**src/hw/rtl/pcl_pkg.sv**
```systemverilog
// polygon plane clipper package: widths, register indexes and sequencer states
// no dependencies
package pcl_pkg;

  localparam int COORD_W   = 32;
  localparam int NORM_W    = 16;
  localparam int LIMIT_W   = 32;
  localparam int DIST_W    = 50;
  localparam int FRAC_W    = 16;
  localparam int MUL_A_W   = COORD_W + 1;
  localparam int MUL_B_W   = FRAC_W + 1;
  localparam int PROD_W    = MUL_A_W + MUL_B_W;
  localparam int OCNT_W    = 5;
  localparam int CFG_IDX_W = 3;
  localparam int CFG_W     = 32;
  localparam int LIMIT_SH  = 14;

  localparam logic [CFG_IDX_W-1:0] CFG_NORMAL_X    = 3'd0;
  localparam logic [CFG_IDX_W-1:0] CFG_NORMAL_Y    = 3'd1;
  localparam logic [CFG_IDX_W-1:0] CFG_NORMAL_Z    = 3'd2;
  localparam logic [CFG_IDX_W-1:0] CFG_PLANE_LIMIT = 3'd3;

  localparam logic signed [NORM_W-1:0] NORMAL_Z_RESET = 16'sd16384;

  typedef enum logic [3:0] {
    ST_IDLE,
    ST_DIST,
    ST_EDGE,
    ST_EMIT_A,
    ST_DIV,
    ST_INTERP,
    ST_EMIT_X,
    ST_MARK,
    ST_FINISH
  } pcl_state_e;

endpackage

```
**src/hw/rtl/pcl_vertex_if.sv**
```systemverilog
// input vertex channel: valid/ready request with one polygon vertex
// depends on pcl_pkg
interface pcl_vertex_if
  import pcl_pkg::*;
();
  logic                      valid;
  logic                      ready;
  logic signed [COORD_W-1:0] vertex_x;
  logic signed [COORD_W-1:0] vertex_y;
  logic signed [COORD_W-1:0] vertex_z;
  logic                      last_vertex;

  modport source (output valid, vertex_x, vertex_y, vertex_z, last_vertex, input ready);
  modport sink   (input valid, vertex_x, vertex_y, vertex_z, last_vertex, output ready);
endinterface

```
**src/hw/rtl/pcl_result_if.sv**
```systemverilog
// output channel: valid/ready request with one clipped vertex or end marker
// depends on pcl_pkg
interface pcl_result_if
  import pcl_pkg::*;
();
  logic                      valid;
  logic                      ready;
  logic signed [COORD_W-1:0] out_x;
  logic signed [COORD_W-1:0] out_y;
  logic signed [COORD_W-1:0] out_z;
  logic                      has_vertex;
  logic                      poly_done;
  logic [OCNT_W-1:0]         vertex_count;

  modport source (output valid, out_x, out_y, out_z, has_vertex, poly_done, vertex_count,
                  input ready);
  modport sink   (input valid, out_x, out_y, out_z, has_vertex, poly_done, vertex_count,
                  output ready);
endinterface

```
**src/hw/rtl/polygon_plane_clipper.sv**
```systemverilog
// polygon plane clipper top level: one-plane polygon clip on a shared multiplier
// depends on pcl_pkg, pcl_vertex_if, pcl_result_if
// sequence: plane distance accumulated over x, y and z, then an edge decision, then for
//   each crossing a radix-2 divide and an interpolation of each axis; every result waits
//   for the output to be free, and a final vertex also clips its closing edge
// throughput: one vertex at a time, set by the shared 33x17 multiplier and radix-2 divider
// reset: async active low, returns to idle with the plane at its reset values
module polygon_plane_clipper
  import pcl_pkg::*;
#(
  parameter int MAX_VERTS = 32
) (
  input  logic                 clk_i,
  input  logic                 rst_ni,
  input  logic                 cfg_we_i,
  input  logic [CFG_IDX_W-1:0] cfg_idx_i,
  input  logic [CFG_W-1:0]     cfg_data_i,
  pcl_vertex_if.sink           in_vertex,
  pcl_result_if.source         out_vertex
);

  localparam int CNT_W = $clog2(MAX_VERTS);
  localparam logic [CNT_W:0] CAP = (CNT_W + 1)'(MAX_VERTS - 1);

  pcl_state_e state_q, state_d;

  logic signed [NORM_W-1:0]  normal_q [3];
  logic signed [LIMIT_W-1:0] limit_q;

  logic signed [COORD_W-1:0] cur_q   [3];
  logic signed [COORD_W-1:0] prev_q  [3];
  logic signed [COORD_W-1:0] first_q [3];
  logic signed [COORD_W-1:0] px_q    [3];
  logic signed [DIST_W-1:0]  acc_q, prev_d_q, first_d_q;
  logic                      last_q, closing_q, emit_x_q, have_first_q;
  logic [CNT_W-1:0]          count_q;
  logic [3:0]                seq_q;
  logic [DIST_W+1:0]         rem_q;
  logic [DIST_W:0]           den_q;
  logic [FRAC_W-1:0]         quo_q;

  logic                      ovalid_q;
  logic signed [COORD_W-1:0] ox_q, oy_q, oz_q;
  logic                      ohas_q, odone_q;
  logic [CNT_W-1:0]          ocnt_q;

  // edge operands
  logic signed [COORD_W-1:0] a_vec [3];
  logic signed [DIST_W-1:0]  da, db;
  logic [DIST_W-1:0]         mag_a, mag_b;
  logic                      emit_a, crossing, emit_x, under_cap;
  logic [CNT_W:0]            cnt_after_a;

  always_comb begin
    for (int i = 0; i < 3; i++) begin
      a_vec[i] = closing_q ? cur_q[i] : prev_q[i];
    end
    da          = closing_q ? acc_q : prev_d_q;
    db          = closing_q ? first_d_q : acc_q;
    mag_a       = da[DIST_W-1] ? DIST_W'(-da) : DIST_W'(da);
    mag_b       = db[DIST_W-1] ? DIST_W'(-db) : DIST_W'(db);
    under_cap   = {1'b0, count_q} < CAP;
    emit_a      = (da <= 0);
    crossing    = (da < 0 && db > 0) || (da > 0 && db < 0);
    cnt_after_a = {1'b0, count_q} + (CNT_W + 1)'(emit_a);
    emit_x      = crossing && (cnt_after_a < CAP);
  end

  // shared multiplier
  logic [1:0]                ax;
  logic signed [MUL_A_W-1:0] mul_a;
  logic signed [MUL_B_W-1:0] mul_b;
  logic signed [PROD_W-1:0]  prod;
  logic signed [COORD_W-1:0] b_coord;

  assign ax = seq_q[1:0];

  always_comb begin
    b_coord = closing_q ? first_q[ax] : cur_q[ax];
    if (state_q == ST_INTERP) begin
      mul_a = MUL_A_W'({b_coord[COORD_W-1], b_coord})
            - MUL_A_W'({a_vec[ax][COORD_W-1], a_vec[ax]});
      mul_b = MUL_B_W'({1'b0, quo_q});
    end else begin
      mul_a = MUL_A_W'(cur_q[ax]);
      mul_b = MUL_B_W'(normal_q[ax]);
    end
    prod = PROD_W'(mul_a) * PROD_W'(mul_b);
  end

  // divider step
  logic [DIST_W+1:0] rem_sh;
  logic              rem_ge;
  assign rem_sh = {rem_q[DIST_W:0], 1'b0};
  assign rem_ge = rem_sh >= (DIST_W + 2)'(den_q);

  logic out_free;
  assign out_free        = !ovalid_q || out_vertex.ready;
  assign in_vertex.ready = (state_q == ST_IDLE);

  always_comb begin
    state_d = state_q;
    unique case (state_q)
      ST_IDLE:   if (in_vertex.valid) state_d = ST_DIST;
      ST_DIST: begin
        if (ax == 2'd2) begin
          if (have_first_q) state_d = ST_EDGE;
          else if (last_q)  state_d = ST_EDGE;
          else              state_d = ST_FINISH;
        end
      end
      ST_EDGE: begin
        if (under_cap && emit_a)      state_d = ST_EMIT_A;
        else if (under_cap && emit_x) state_d = ST_DIV;
        else if (closing_q)           state_d = ST_MARK;
        else if (last_q)              state_d = ST_EDGE;
        else                          state_d = ST_FINISH;
      end
      ST_EMIT_A: begin
        if (out_free) begin
          if (emit_x_q)       state_d = ST_DIV;
          else if (closing_q) state_d = ST_FINISH;
          else if (last_q)    state_d = ST_EDGE;
          else                state_d = ST_FINISH;
        end
      end
      ST_DIV:    if (seq_q == 4'd15) state_d = ST_INTERP;
      ST_INTERP: if (ax == 2'd2) state_d = ST_EMIT_X;
      ST_EMIT_X: begin
        if (out_free) begin
          if (!closing_q && last_q) state_d = ST_EDGE;
          else                      state_d = ST_FINISH;
        end
      end
      ST_MARK:   if (out_free) state_d = ST_FINISH;
      ST_FINISH: state_d = ST_IDLE;
      default:   state_d = ST_IDLE;
    endcase
  end

  always_ff @(posedge clk_i or negedge rst_ni) begin
    if (!rst_ni) begin
      state_q <= ST_IDLE;
    end else begin
      state_q <= state_d;
    end
  end

  // configuration
  always_ff @(posedge clk_i or negedge rst_ni) begin
    if (!rst_ni) begin
      normal_q[0] <= '0;
      normal_q[1] <= '0;
      normal_q[2] <= NORMAL_Z_RESET;
      limit_q     <= '0;
    end else if (cfg_we_i) begin
      unique case (cfg_idx_i)
        CFG_NORMAL_X:    normal_q[0] <= cfg_data_i[NORM_W-1:0];
        CFG_NORMAL_Y:    normal_q[1] <= cfg_data_i[NORM_W-1:0];
        CFG_NORMAL_Z:    normal_q[2] <= cfg_data_i[NORM_W-1:0];
        CFG_PLANE_LIMIT: limit_q     <= cfg_data_i[LIMIT_W-1:0];
        default: ;
      endcase
    end
  end

  logic load_a, load_x, load_m;
  assign load_a = (state_q == ST_EMIT_A) && out_free;
  assign load_x = (state_q == ST_EMIT_X) && out_free;
  assign load_m = (state_q == ST_MARK) && out_free;

  // control state
  always_ff @(posedge clk_i or negedge rst_ni) begin
    if (!rst_ni) begin
      seq_q        <= '0;
      closing_q    <= 1'b0;
      have_first_q <= 1'b0;
      count_q      <= '0;
      ovalid_q     <= 1'b0;
    end else begin
      if (load_a || load_x || load_m) ovalid_q <= 1'b1;
      else if (out_vertex.ready)      ovalid_q <= 1'b0;
      unique case (state_q)
        ST_IDLE: begin
          seq_q     <= '0;
          closing_q <= 1'b0;
        end
        ST_DIST: begin
          seq_q <= (ax == 2'd2) ? 4'd0 : seq_q + 4'd1;
          if (ax == 2'd2 && !have_first_q) begin
            have_first_q <= 1'b1;
            count_q      <= '0;
            closing_q    <= last_q;
          end
        end
        ST_EDGE: begin
          seq_q <= '0;
          if (!(under_cap && (emit_a || emit_x)) && !closing_q && last_q) closing_q <= 1'b1;
        end
        ST_EMIT_A: begin
          if (out_free) begin
            count_q <= count_q + 1'b1;
            if (!emit_x_q && !closing_q && last_q) closing_q <= 1'b1;
          end
        end
        ST_DIV:    seq_q <= seq_q + 4'd1;
        ST_INTERP: seq_q <= (ax == 2'd2) ? 4'd0 : seq_q + 4'd1;
        ST_EMIT_X: begin
          if (out_free) begin
            count_q <= count_q + 1'b1;
            if (!closing_q && last_q) closing_q <= 1'b1;
          end
        end
        ST_MARK: ;
        ST_FINISH: begin
          if (last_q) begin
            have_first_q <= 1'b0;
            count_q      <= '0;
          end
        end
        default: ;
      endcase
    end
  end

  // datapath
  always_ff @(posedge clk_i) begin
    unique case (state_q)
      ST_IDLE: begin
        if (in_vertex.valid) begin
          cur_q[0] <= in_vertex.vertex_x;
          cur_q[1] <= in_vertex.vertex_y;
          cur_q[2] <= in_vertex.vertex_z;
          last_q   <= in_vertex.last_vertex;
          acc_q    <= -DIST_W'({{(DIST_W-LIMIT_W-LIMIT_SH){limit_q[LIMIT_W-1]}}, limit_q,
                                {LIMIT_SH{1'b0}}});
        end
      end
      ST_DIST: begin
        acc_q <= acc_q + DIST_W'(prod);
      end
      ST_EDGE: begin
        emit_x_q <= emit_x;
        rem_q    <= (DIST_W + 2)'(mag_a);
        den_q    <= (DIST_W + 1)'(mag_a) + (DIST_W + 1)'(mag_b);
        quo_q    <= '0;
      end
      ST_DIV: begin
        rem_q <= rem_ge ? rem_sh - (DIST_W + 2)'(den_q) : rem_sh;
        quo_q <= {quo_q[FRAC_W-2:0], rem_ge};
      end
      ST_INTERP: begin
        px_q[ax] <= a_vec[ax] + prod[COORD_W+FRAC_W-1:FRAC_W];
      end
      ST_FINISH: begin
        prev_q[0] <= cur_q[0];
        prev_q[1] <= cur_q[1];
        prev_q[2] <= cur_q[2];
        prev_d_q  <= acc_q;
      end
      default: ;
    endcase
    if (state_q == ST_DIST && ax == 2'd2 && !have_first_q) begin
      first_q[0] <= cur_q[0];
      first_q[1] <= cur_q[1];
      first_q[2] <= cur_q[2];
      first_d_q  <= acc_q + DIST_W'(prod);
    end
    if (load_a) begin
      ox_q    <= a_vec[0];
      oy_q    <= a_vec[1];
      oz_q    <= a_vec[2];
      ohas_q  <= 1'b1;
      odone_q <= closing_q && !emit_x_q;
      ocnt_q  <= count_q + 1'b1;
    end else if (load_x) begin
      ox_q    <= px_q[0];
      oy_q    <= px_q[1];
      oz_q    <= px_q[2];
      ohas_q  <= 1'b1;
      odone_q <= closing_q;
      ocnt_q  <= count_q + 1'b1;
    end else if (load_m) begin
      ox_q    <= '0;
      oy_q    <= '0;
      oz_q    <= '0;
      ohas_q  <= 1'b0;
      odone_q <= 1'b1;
      ocnt_q  <= count_q;
    end
  end

  logic [CNT_W+OCNT_W-1:0] ocnt_ext;
  assign ocnt_ext = (CNT_W + OCNT_W)'(ocnt_q);

  assign out_vertex.valid        = ovalid_q;
  assign out_vertex.out_x        = ox_q;
  assign out_vertex.out_y        = oy_q;
  assign out_vertex.out_z        = oz_q;
  assign out_vertex.has_vertex   = ohas_q;
  assign out_vertex.poly_done    = odone_q;
  assign out_vertex.vertex_count = ocnt_ext[OCNT_W-1:0];

endmodule

```
**src/flat_wrapper.sv**
```systemverilog
// flat-port wrapper written by rule: the top's interface ports become plain ports
module polygon_plane_clipper_flat import pcl_pkg::*;
#(
  parameter int MAX_VERTS = 32
)
  (clk_i, rst_ni, cfg_we_i, cfg_idx_i, cfg_data_i, in_vertex_valid, in_vertex_vertex_x, in_vertex_vertex_y, in_vertex_vertex_z, in_vertex_last_vertex, in_vertex_ready, out_vertex_valid, out_vertex_out_x, out_vertex_out_y, out_vertex_out_z, out_vertex_has_vertex, out_vertex_poly_done, out_vertex_vertex_count, out_vertex_ready);
  pcl_vertex_if in_vertex_i ();
  pcl_result_if out_vertex_i ();
  input  logic clk_i;
  input  logic rst_ni;
  input  logic cfg_we_i;
  input  logic [CFG_IDX_W-1:0] cfg_idx_i;
  input  logic [CFG_W-1:0] cfg_data_i;
  input wire logic [$bits(in_vertex_i.valid)-1:0] in_vertex_valid;
  input wire logic [$bits(in_vertex_i.vertex_x)-1:0] in_vertex_vertex_x;
  input wire logic [$bits(in_vertex_i.vertex_y)-1:0] in_vertex_vertex_y;
  input wire logic [$bits(in_vertex_i.vertex_z)-1:0] in_vertex_vertex_z;
  input wire logic [$bits(in_vertex_i.last_vertex)-1:0] in_vertex_last_vertex;
  output wire logic [$bits(in_vertex_i.ready)-1:0] in_vertex_ready;
  output wire logic [$bits(out_vertex_i.valid)-1:0] out_vertex_valid;
  output wire logic [$bits(out_vertex_i.out_x)-1:0] out_vertex_out_x;
  output wire logic [$bits(out_vertex_i.out_y)-1:0] out_vertex_out_y;
  output wire logic [$bits(out_vertex_i.out_z)-1:0] out_vertex_out_z;
  output wire logic [$bits(out_vertex_i.has_vertex)-1:0] out_vertex_has_vertex;
  output wire logic [$bits(out_vertex_i.poly_done)-1:0] out_vertex_poly_done;
  output wire logic [$bits(out_vertex_i.vertex_count)-1:0] out_vertex_vertex_count;
  input wire logic [$bits(out_vertex_i.ready)-1:0] out_vertex_ready;
  assign in_vertex_i.valid = in_vertex_valid;
  assign in_vertex_i.vertex_x = in_vertex_vertex_x;
  assign in_vertex_i.vertex_y = in_vertex_vertex_y;
  assign in_vertex_i.vertex_z = in_vertex_vertex_z;
  assign in_vertex_i.last_vertex = in_vertex_last_vertex;
  assign in_vertex_ready = in_vertex_i.ready;
  assign out_vertex_valid = out_vertex_i.valid;
  assign out_vertex_out_x = out_vertex_i.out_x;
  assign out_vertex_out_y = out_vertex_i.out_y;
  assign out_vertex_out_z = out_vertex_i.out_z;
  assign out_vertex_has_vertex = out_vertex_i.has_vertex;
  assign out_vertex_poly_done = out_vertex_i.poly_done;
  assign out_vertex_vertex_count = out_vertex_i.vertex_count;
  assign out_vertex_i.ready = out_vertex_ready;
  polygon_plane_clipper #(.MAX_VERTS(MAX_VERTS)) u_core (.clk_i(clk_i), .rst_ni(rst_ni), .cfg_we_i(cfg_we_i), .cfg_idx_i(cfg_idx_i), .cfg_data_i(cfg_data_i), .in_vertex(in_vertex_i), .out_vertex(out_vertex_i));
endmodule
```
**config.mk**
```make
export PLATFORM = sky130hd
export DESIGN_NAME = polygon_plane_clipper_flat
export DESIGN_NICKNAME = d
export VERILOG_FILES = /design/src/hw/rtl/pcl_pkg.sv /design/src/hw/rtl/pcl_vertex_if.sv /design/src/hw/rtl/pcl_result_if.sv /design/src/hw/rtl/polygon_plane_clipper.sv /design/src/flat_wrapper.sv
export SDC_FILE = /design/constraint.sdc
export NUM_CORES = 2
export LEC_CHECK = 0
export ABC_CLOCK_PERIOD_IN_PS = 30600
export BUFFER_PORTS_ARGS = -buffer_cell sky130_fd_sc_hd__buf_4
export CAP_MARGIN = 20
export CORE_MARGIN = 8
export CORE_UTILIZATION = 37
export CTS_CLUSTER_DIAMETER = 80
export DETAILED_ROUTE_END_ITERATION = 8
export PLACE_DENSITY_LB_ADDON = 0.05
export SLEW_MARGIN = 10
export SYNTH_ARGS = -nofsm -noshare
export SYNTH_HDL_FRONTEND = slang
export SYNTH_SLANG_ARGS = --single-unit
```
**constraint.sdc**
```tcl
create_clock -name clk_i -period 30.6 [get_ports clk_i]
set_input_delay 1.53 -clock clk_i [delete_from_list [all_inputs] [get_ports clk_i]]
set_output_delay 1.53 -clock clk_i [all_outputs]
set_load 0.03 [all_outputs]
```
==> reports/results.md <==
| Result | This run | Unit |
| --- | --- | --- |
| Run status | complete, no violations | - |
| Clock net sink count | 853 | - |
| Die Outline Area | 197,000 | um2 |
| Final setup violation count | 0 | - |
| Top achievable clock speed | 0.0619 | GHz |
| Row Count | 157 | - |
| Total global-route track usage | 23.3 | % |
| Clock-pin slew on the worst setup and hold paths | 0.06 | ns |
| Via count of the first global-routing pass | 49,900 | - |
| Post-synth top cells | sky130_fd_sc_hd__edfxtp_1 (756), sky130_fd_sc_hd__inv_1 (727), sky130_fd_sc_hd__nand2_1 (726) | - |
| Peak per-stage delay on the critical path | 0.90 | ns |
| Headroom to the max-slew limit | 18.4 | % |
| Main flop type after synthesis | sky130_fd_sc_hd__edfxtp_1 | - |
| Initial antenna violation count | 8 | - |
| Critical-path top delay cell | sky130_fd_sc_hd__dfrtp_4 | - |
| Number of synthesized flops with an enable pin | 756 | - |
| Flops & latches, synth | 853 | - |
| Cells taking the most area after synthesis | sky130_fd_sc_hd__edfxtp_1 (33%), sky130_fd_sc_hd__fa_1 (16%), sky130_fd_sc_hd__ha_1 (6.3%) | - |
| Routed Antenna Nets | 0 | - |
| Netlist Area Pre-Place | 67,900 | um2 |
| Transition time at the pin with the least slew margin | 1.21 | ns |
| Critical path start-end classification | flip-flop to flip-flop | - |
| Shortest clock period the worst path allows after layout | 16.14 | ns |
| Post-CTS Hold Buffers | 0 | - |
| Avg Inst Size Synth | 10.2 | um2 |
| Average vias per placed instance | 5.40 | - |
| DRC viols | 0 | - |
| Worst Hold Class | flip-flop to flip-flop | - |
| Total Nets Final | 7,877 | - |
| CTS H-tree lvls | 3 | - |
| Part of the cycle the worst path needs | 52.8 | % |
| Initial detailed-routing violation count | 4,357 | - |
| Worst Path Arrival | 16.59 | ns |
| Number of filler cells placed in the layout | 17,900 | - |
| Sequential element share of the synthesized area | 37.0 | % |
| Total clock buffers created by CTS | 104 | - |
| Required arrival time at the worst endpoint | 31.04 | ns |
| Most common cell in the synthesized netlist | sky130_fd_sc_hd__edfxtp_1 | - |
| Wire length of the first global-routing pass | 345,000 | um |
| Synthesized net count | 7,679 | - |
| Clock tree from TritonCTS | yes | - |
| Post-detailed-routing wire length | 237,000 | um |
| Area of all placed cells without fillers | 76,300 | um2 |
| Largest net degree at the start of global routing | 100 | - |
| Number of endpoints with negative hold slack in the final report | 0 | - |
| Overflow left after global routing | 0 | - |
| Final GP Congestion | 0.909 | - |
| Worst-path maximum fanout | 49 | - |
| Die outline height | 444 | um |
| Clock latency on the worst-skew pair | 0.74 | ns |
| Cell chosen for the clock root | sky130_fd_sc_hd__clkbuf_16 | - |
| Category of the worst setup path capture point | flip-flop | - |
| Proportion of layout cells with a drive suffix above 1 | 10.7 | % |
| Crit path top cell by count | sky130_fd_sc_hd__fa_1 | - |
| Cell area after placement | 72,800 | um2 |
| Post-detailed-route wirelength per cell | 25.4 | um |
| Die X | 444 | um |
| Max Root-Sink Buffers | 3 | - |
| Synthesized netlist cell count | 6,659 | - |
| Max Clock Skew | 0.0750 | ns |
| Buffers inserted during post-CTS setup optimization | 0 | - |
| TNS Setup | 0 | ns |
| HPWL reported at the end of detailed placement | 190,000 | um |
| Number of synthesis warnings | 0 | - |
| Initial Utilization | 37.2 | % |
| Quantity of gates resized following cts | 0 | - |
| Fraction of registers with async set/reset | 11.3 | % |
| Number of top-level pins | 242 | - |
| Area share of the largest cell type after synthesis | 33.4 | % |
| Number of detailed-routing iterations run before antenna repair | 6 | - |
| Setup repair after global routing missed its margin | no | - |
| Critical path startpoint category | flip-flop | - |
| Count of input and output buffers | 241 | - |
| Total vias in the final route | 50,400 | - |
| Core area | 183,000 | um2 |
| Unique cell type count in the Yosys netlist | 93 | - |
| Count of final max-slew check failures | 0 | - |
| Max-capacitance violation count | 0 | - |
| Relative area change from synthesis to final layout | 12.4 | % |
| Worst Hold Margin | 0.502 | ns |
| Cell type contributing the most total cell area after synthesis | sky130_fd_sc_hd__edfxtp_1 | - |
cells in the final DEF, fill, tap and decap left out, types with 111 or more instances in the layout:
cell and instances:
sky130_fd_sc_hd__mux2i_1 264, sky130_fd_sc_hd__ha_1 342, sky130_fd_sc_hd__nor2_1 554, sky130_fd_sc_hd__o21ai_0 377, sky130_fd_sc_hd__a21o_1 138, sky130_fd_sc_hd__xnor2_1 203, sky130_fd_sc_hd__buf_4 345, sky130_fd_sc_hd__a21oi_1 345
sky130_fd_sc_hd__fa_1 541, sky130_fd_sc_hd__edfxtp_1 756, sky130_fd_sc_hd__inv_1 725, sky130_fd_sc_hd__nand2_1 722, sky130_fd_sc_hd__mux2_2 111, sky130_fd_sc_hd__xor2_1 154
cells by family (layout without fill, tap and decap cells):
family | after synthesis | count (layout) | synth area share, %
XOR/XNOR | 361 | 361 | 4.68
multiplexers | 383 | 383 | 5.88
AND/OR/NAND/NOR | 1863 | 1863 | 12.3
adder cells (fa/ha/maj) | 883 | 883 | 22.3
other | 0 | 5 | 0
buffers and inverters | 987 | 1276 | 5.57
AO/OA/AOI/OAI | 1329 | 1329 | 12.3
flip-flops | 853 | 853 | 37.0
final timing paths:
path | cells after the start | slack [ns] | from | to
max in group asynchronous | 2 | 28.42 | rst_ni | u_core.closing_q
setup / recovery | 44 | 14.46 | u_core.closing_q | u_core.px_q[0][27]
min in group asynchronous | 1 | 0.89 | rst_ni | u_core.limit_q[16]
hold reg to reg | 1 | 0.50 | u_core.normal_q[33] | u_core.normal_q[33]
hold / removal | 1 | 0.50 | u_core.normal_q[33] | u_core.normal_q[33]
setup reg to reg | 44 | 14.46 | u_core.closing_q | u_core.px_q[0][27]
critical path: cells and delay by family, from the launching register on:
family / cells / cell delay [ns]
flops: 1 / 0.90
compound gates: 17 / 5.97
mux: 1 / 0.19
fa+ha+maj: 9 / 4.21
simple gates: 11 / 2.04
xor+xnor: 3 / 1.58
buf+inv: 3 / 0.95
final cells by class:
cell class / count / area [um2] / area share [%]
multi-input combinational: 4819 / 39200 / 51.4
sequential: 853 / 25100 / 32.9
tap: 2385 / 2980 / 3.91
clock buffer: 119 / 2740 / 3.59
inverter: 727 / 2730 / 3.57
timing repair buffer: 352 / 2670 / 3.50
clock inverter: 78 / 818 / 1.07
antenna: 5 / 12.5 / 0.0164
state kept, by name, summed over array words and instances (netlist names), 4 cells and up:
signal	count
u_core.acc_q	50
u_core.count_q	5
u_core.cur_q	96
u_core.den_q	51
u_core.first_d_q	50
u_core.first_q	96
u_core.limit_q	32
u_core.normal_q	48
u_core.out_vertex.out_x	32
u_core.out_vertex.out_y	32
u_core.out_vertex.out_z	32
u_core.out_vertex.vertex_count	5
u_core.prev_d_q	50
u_core.prev_q	96
u_core.px_q	96
u_core.quo_q	16
u_core.rem_q	51
u_core.seq_q	4
u_core.state_q	4
routing by layer:
layer	vias up	global-route usage, %	routed length (um)
li1	23400	-	-
met1	25400	34.5	112000
met2	1433	35.8	105000
met3	223	3.87	14700
met4	2	5.00	5030
met5	-	0	12
stage by stage:
stage | utilization (%) | instances | worst slack [ns]
4_1_cts | 41.8 | 9331 | 14.86
3_3_place_gp | 39.8 | 9129 | 14.28
5_1_grt | 41.8 | 9334 | 13.93
2_1_floorplan | - | 6659 | 12.96
6_report | 41.8 | 9338 | 14.46
3_5_place_dp | 39.8 | 9134 | 14.89
Power is not shown: default switching activity piles up to over one toggle a cycle in this logic, so the estimate is an artifact.
